`config.mk`:
```
export PLATFORM = sky130hd
export DESIGN_NAME = acms_blend
export DESIGN_NICKNAME = d
export VERILOG_FILES = /design/src/rtl/assert_macros.svh /design/src/rtl/acms_pkg.sv /design/src/rtl/acms_blend.sv
export SDC_FILE = /design/constraint.sdc
export NUM_CORES = 1
export LEC_CHECK = 0
export ABC_CLOCK_PERIOD_IN_PS = 9900
export BUFFER_PORTS_ARGS = -buffer_cell sky130_fd_sc_hd__buf_2
export CAP_MARGIN = 20
export CORE_AREA = 2 2 160 162
export CTS_CLUSTER_SIZE = 40
export DETAILED_ROUTE_END_ITERATION = 16
export DIE_AREA = 0 0 162 164
export PLACE_DENSITY = 0.79
export SLEW_MARGIN = 20
export SYNTH_ARGS = -nofsm -noshare
export SYNTH_HDL_FRONTEND = slang
export SYNTH_SLANG_ARGS = --single-unit
export TNS_END_PERCENT = 10
```
`constraint.sdc`:
```
create_clock -name clock -period 9.9 [get_ports clock]
set_input_delay 0.99 -clock clock [delete_from_list [all_inputs] [get_ports clock]]
set_output_delay 0.99 -clock clock [all_outputs]
set_load 0.01 [all_outputs]
```
`src/rtl/assert_macros.svh`:
```
// Assertion helpers shared by the RTL.
// Each check is compiled in simulation and left empty for synthesis.
`ifndef ASSERT_MACROS_SVH
`define ASSERT_MACROS_SVH

`ifndef SYNTH

// Same-cycle implication.
`define ACMS_ASSERT_HOLDS(label, clk, rst, ante, cons) \
   label: assert property (@(posedge clk) disable iff (rst) (ante) |-> (cons)) \
      else $error("acms check failed");

// Next-cycle implication.
`define ACMS_ASSERT_NEXT(label, clk, rst, ante, cons) \
   label: assert property (@(posedge clk) disable iff (rst) (ante) |=> (cons)) \
      else $error("acms check failed");

`else

`define ACMS_ASSERT_HOLDS(label, clk, rst, ante, cons)
`define ACMS_ASSERT_NEXT(label, clk, rst, ante, cons)

`endif

`endif

```
`src/rtl/acms_pkg.sv`:
```
`timescale 1ns / 1ps
`default_nettype none

package acms_pkg;

   // Store geometry
   localparam int BONE_COUNT         = 32;
   localparam int FRAME_COUNT        = 64;
   localparam int ELEM_COUNT         = 16;
   localparam int TIME_FRACTION_BITS = 8;

   // Field widths
   localparam int BONE_W  = 5;
   localparam int FRAME_W = 6;
   localparam int SLOT_W  = 4;
   localparam int VALUE_W = 32;
   localparam int TIME_W  = 24;
   localparam int ADJ_W   = 23;
   localparam int CLIP_W  = 7;

   // Derived widths
   localparam int BONE_IDX_W   = $clog2(BONE_COUNT);
   localparam int FRAME_IDX_W  = $clog2(FRAME_COUNT);
   localparam int STORE_DEPTH  = BONE_COUNT * FRAME_COUNT * ELEM_COUNT;
   localparam int STORE_ADDR_W = BONE_IDX_W + FRAME_IDX_W + SLOT_W;
   localparam int TF_W         = CLIP_W + TIME_FRACTION_BITS;
   localparam int FLOOR_W      = ADJ_W - TIME_FRACTION_BITS;
   localparam int MOD_CNT_W    = $clog2(ADJ_W);

   // Blend weight: 8 fraction bits, one extra bit to hold exactly 1.0
   localparam int WEIGHT_SHIFT = 8;
   localparam int WEIGHT_W     = WEIGHT_SHIFT + 1;
   localparam logic [WEIGHT_W-1:0] WEIGHT_ONE = WEIGHT_W'(1 << WEIGHT_SHIFT);

   // Configuration registers
   localparam int CSR_IDX_W  = 1;
   localparam int CSR_DATA_W = CLIP_W;
   localparam logic [CSR_IDX_W-1:0] CSR_CLIP_FRAMES = 1'b0;
   localparam logic [CSR_IDX_W-1:0] CSR_LOOP_ENABLE = 1'b1;

   // Item actions
   localparam logic ACT_WRITE  = 1'b0;
   localparam logic ACT_SAMPLE = 1'b1;

   typedef enum logic [2:0] {
      ST_IDLE,
      ST_MOD,
      ST_SETUP,
      ST_STREAM,
      ST_DRAIN
   } state_type;

   typedef struct packed {
      logic                      action;
      logic [BONE_W-1:0]         bone_id;
      logic [FRAME_W-1:0]        frame_number;
      logic [SLOT_W-1:0]         element_slot;
      logic signed [VALUE_W-1:0] write_value;
      logic signed [TIME_W-1:0]  sample_time;
   } req_item_type;

   typedef struct packed {
      logic [SLOT_W-1:0]         element_index;
      logic signed [VALUE_W-1:0] blended_value;
      logic [ADJ_W-1:0]          adjusted_time;
      logic                      last_element;
   } rsp_item_type;

   // Travels alongside the store read data through the blend pipeline
   typedef struct packed {
      logic              valid;
      logic [SLOT_W-1:0] index;
      logic              last;
   } pipe_ctrl_type;

endpackage

`default_nettype wire

```
`src/rtl/acms_blend.sv`:
```
`timescale 1ns / 1ps
`default_nettype none

module acms_blend
   import acms_pkg::*;
(
   input  wire logic                 clock,
   input  wire logic                 reset,
   input  wire pipe_ctrl_type        rd_ctrl,
   input  wire logic [VALUE_W-1:0]   front_data,
   input  wire logic [VALUE_W-1:0]   back_data,
   input  wire logic [WEIGHT_W-1:0]  weight,
   input  wire logic [ADJ_W-1:0]     adj_time,
   output logic                      rsp_valid,
   output rsp_item_type              rsp_item
);

   localparam int DIFF_W = VALUE_W + 1;
   localparam int PROD_W = DIFF_W + WEIGHT_W + 1;

   logic signed [DIFF_W-1:0]   diff;
   logic signed [WEIGHT_W:0]   weight_s;
   logic signed [PROD_W-1:0]   product_in;
   logic signed [PROD_W-1:0]   product_ff;
   logic [VALUE_W-1:0]         front_ff;
   pipe_ctrl_type              ctrl_mul_ff;
   logic [VALUE_W-1:0]         blended_in;
   logic                       rsp_valid_ff;
   rsp_item_type               rsp_item_ff;

   // a*(1-w) + b*w == a + (b-a)*w, so one multiplier per element
   always_comb begin
      diff       = $signed({back_data[VALUE_W-1], back_data})
                 - $signed({front_data[VALUE_W-1], front_data});
      weight_s   = $signed({1'b0, weight});
      product_in = diff * weight_s;
   end

   // multiply stage
   always_ff @(posedge clock) begin
      product_ff <= product_in;
      front_ff   <= front_data;
   end

   always_ff @(posedge clock) begin
      if (reset) begin
         ctrl_mul_ff <= '0;
      end else begin
         ctrl_mul_ff <= rd_ctrl;
      end
   end

   // floor of product/256 is an arithmetic shift; sum wraps at 32 bits
   assign blended_in = front_ff + product_ff[WEIGHT_SHIFT +: VALUE_W];

   // output register
   always_ff @(posedge clock) begin
      if (reset) begin
         rsp_valid_ff <= 1'b0;
      end else begin
         rsp_valid_ff <= ctrl_mul_ff.valid;
      end
   end

   always_ff @(posedge clock) begin
      rsp_item_ff.element_index <= ctrl_mul_ff.index;
      rsp_item_ff.blended_value <= blended_in;
      rsp_item_ff.adjusted_time <= adj_time;
      rsp_item_ff.last_element  <= ctrl_mul_ff.last;
   end

   assign rsp_valid = rsp_valid_ff;
   assign rsp_item  = rsp_item_ff;

endmodule

`default_nettype wire

```
==> results.py <==
metrics = {
    "finish": {
        "multi_input_area_um2": 11200,
        "seqCellArea_um2": 2620,
        "num-fill-cells": 2006,
        "final_nets": 2268,
        "finalCoreUtilization_pct": 67.6,
        "drive_gt1_share_pct": 13.0,
        "area_growth_pct": 12.0,
        "antenna_cells": 0,
    },
    "worst_setup_path": {
        "cp_slowest_cell": "fa_1",
        "cp_common_cell": "fa_1",
        "arrival_ps": 9370,
        "crit_fanout": 9,
        "critPathMaxStageDelay_ps": 540,
        "required_ps": 10220,
        "worst_setup_path_end_kind": "register",
        "worstSetupPathType": "in2reg",
        "startpoint_type": "input pin",
    },
    "floorplanning": {
        "ioPinCount": 165,
        "fp-row-count": 58,
        "dieHeight_um": 164,
        "die_area_um2": 26600,
        "core_area_um2": 24800,
        "initial_core_util_pct": 60.3,
        "die_x_um": 162,
    },
    "synth": {
        "synth-edff-count": 0,
        "post_synth_num_cell_types": 71,
        "ys_seq_area_share_pct": 17.5,
        "syn_area_per_cell_um2": 9.25,
        "ys_seq_elements": 131,
        "yosys-top-cells-area": "fa_1 (31%), dfxtp_1 (18%), ha_1 (12%)",
        "synth_largest_area_cell": "fa_1",
        "synth_nets": 2097,
        "synth_top_area_share_pct": 30.8,
        "async_flop_share_pct": 0,
        "synthTopCellsByCount": "inv_1 (282), fa_1 (230), nand2_1 (178), ha_1 (145), and2_1 (140)",
        "netlist_instances": 1618,
        "ys_warn_count": 0,
        "syn_area_um2": 15000,
        "ys.flop_type": "dfxtp_1",
        "synth.most_common_cell": "inv_1",
    },
    "hold_path": {
        "hp-class": "reg2reg",
    },
    "global_route": {
        "grt_max_degree": 34,
        "grt_first_pass_wirelength_mm": 57.3,
        "grt_pass1_vias": 12000,
        "antenna_found_initial": 0,
        "grt_overflow": 0,
        "grt_usage_pct": 27.2,
    },
    "clock_network": {
        "path_clk_slew_ps": 70,
        "cts_buffer_depth": 2,
        "hold_buffers": 0,
        "cts_resized": 0,
        "cts-buffers-inserted": 17,
        "cts-root-buf": "clkbuf_16",
        "h-tree-depth": 4,
        "cts_tree": "done",
        "clock_sinks": 131,
        "worstSkewPairLatency_ps": 430,
        "post-cts-setup-buffer-count": 0,
    },
    "sta": {
        "finClkSkew_ps": 13.2,
        "finalCritPeriodShare_pct": 91.5,
        "setup_tns_ps": 0,
        "period_needed_ps": 9060,
        "hold_ws_ps": 328,
        "setup_viol": 0,
        "fmax_mhz": 110,
        "drv_slew": 0,
        "rsz0062_at_grt": "no",
        "tightestPinTransition_ps": 998,
        "slew_headroom_pct": 33.0,
        "hold_viol_final": 0,
    },
    "detailed_routing": {
        "wl_per_cell_um": 16.1,
        "drc": 0,
        "ant_nets": 0,
        "first_pass_iters": 8,
        "drt-initial-drc-count": 674,
        "viasPerCell": 5.42,
        "num_vias": 11500,
        "detail_route.wirelength_mm": 34.4,
    },
    "placement": {
        "io_buffers": 164,
        "place.gp.congestion": 0.884,
        "dp_hpwl_mm": 26.7,
    },
    "flow_run": {
        "maxCapViolCount": 0,
    },
    "status": {
        "status": "completed",
    },
}
flip-flops by register name, summed over array words and instances, names as in the netlist:
signal       count
ctrl_mul_ff      6
front_ff        32
product_ff      32
rsp_item        60
rsp_valid        1
cell families (layout without fill, tap and decap cells):
group                      Yosys count  count (layout)  synth area share, %
AOI/OAI and AO/OA                  238             238                 10.6
buffers and inverters              312             496                 7.84
xor gates and xnor gates            90              90                 5.36
DFF                                131             131                 17.5
adders and majority gates          375             375                 42.9
and+or+nand+nor                    472             472                 15.8
cell usage in the layout, fill, tap and decap left out, types with 3 or more instances in the layout:
cell       count
a211oi_1       5
nand2b_1      10
o211ai_1       6
xor2_1        23
nor4_1         4
inv_6          6
nand4_1        8
a21o_1        35
a211o_1        3
fa_1         230
nor2_1        56
dfxtp_1      131
or3_1          3
inv_1        282
nand3_1       12
nand2_1      178
xnor2_1       66
nor3_1        13
o21a_1        16
o21ai_0       35
ha_1         145
nor2b_1       31
and2_1       140
a21oi_1       76
clkbuf_16     17
buf_4         18
buf_2        164
o21ai_1        8
o31a_1         4
o21bai_1       9
and3_1         6
per-stage QoR:
| step | setup slack [ps] | std cells | instance area (um^2) |
|---|---|---|---|
| floorplan | 1300 | 1618 | 15000 |
| global placement | 725 | 2100 | 16200 |
| detailed placement | 544 | 2100 | 16200 |
| CTS | 997 | 2132 | 16800 |
| global route | 476 | 2132 | 16800 |
| finish | 844 | 2132 | 16800 |
per-layer routing:
layer,track usage [%],routed length (um),vias up,part of all wire (%)
li1,-,-,5455,-
met3,4.55,2250,77,6.5
met4,8.53,861,0,2.5
met5,0,0,-,0
met1,34.9,14600,5623,42
met2,47.4,16700,393,49
layout make-up:
cell class | instances | area share [%]
inverter | 282 | 6.31
multi-input combinational | 1175 | 66.6
sequential | 131 | 15.6
timing repair buffer | 182 | 5.70
clock inverter | 14 | 0.701
tap | 330 | 2.46
clock buffer | 18 | 2.56
final timing paths:
kind	from	end	slack (ps)	depth (start not counted)
max	front_data[0]	product_ff[39]	840	32
max reg2reg	product_ff[8]	rsp_item[54]	6150	13
min reg2reg	ctrl_mul_ff[2]	rsp_item[57]	330	0
min	ctrl_mul_ff[2]	rsp_item[57]	330	0
critical path: cells and delay by family:
| kind | cells | cell delay (ps) |
|---|---|---|
| buffers and inverters | 4 | 250 |
| AND/OR/NAND/NOR | 3 | 740 |
| AO/OA/AOI/OAI | 15 | 3270 |
| XOR/XNOR | 2 | 550 |
| adder cells (fa/ha/maj) | 8 | 3560 |
Power is left out: the tool's default activity adds up to more than one toggle a clock period on the data nets, which glitch-free logic cannot reach.
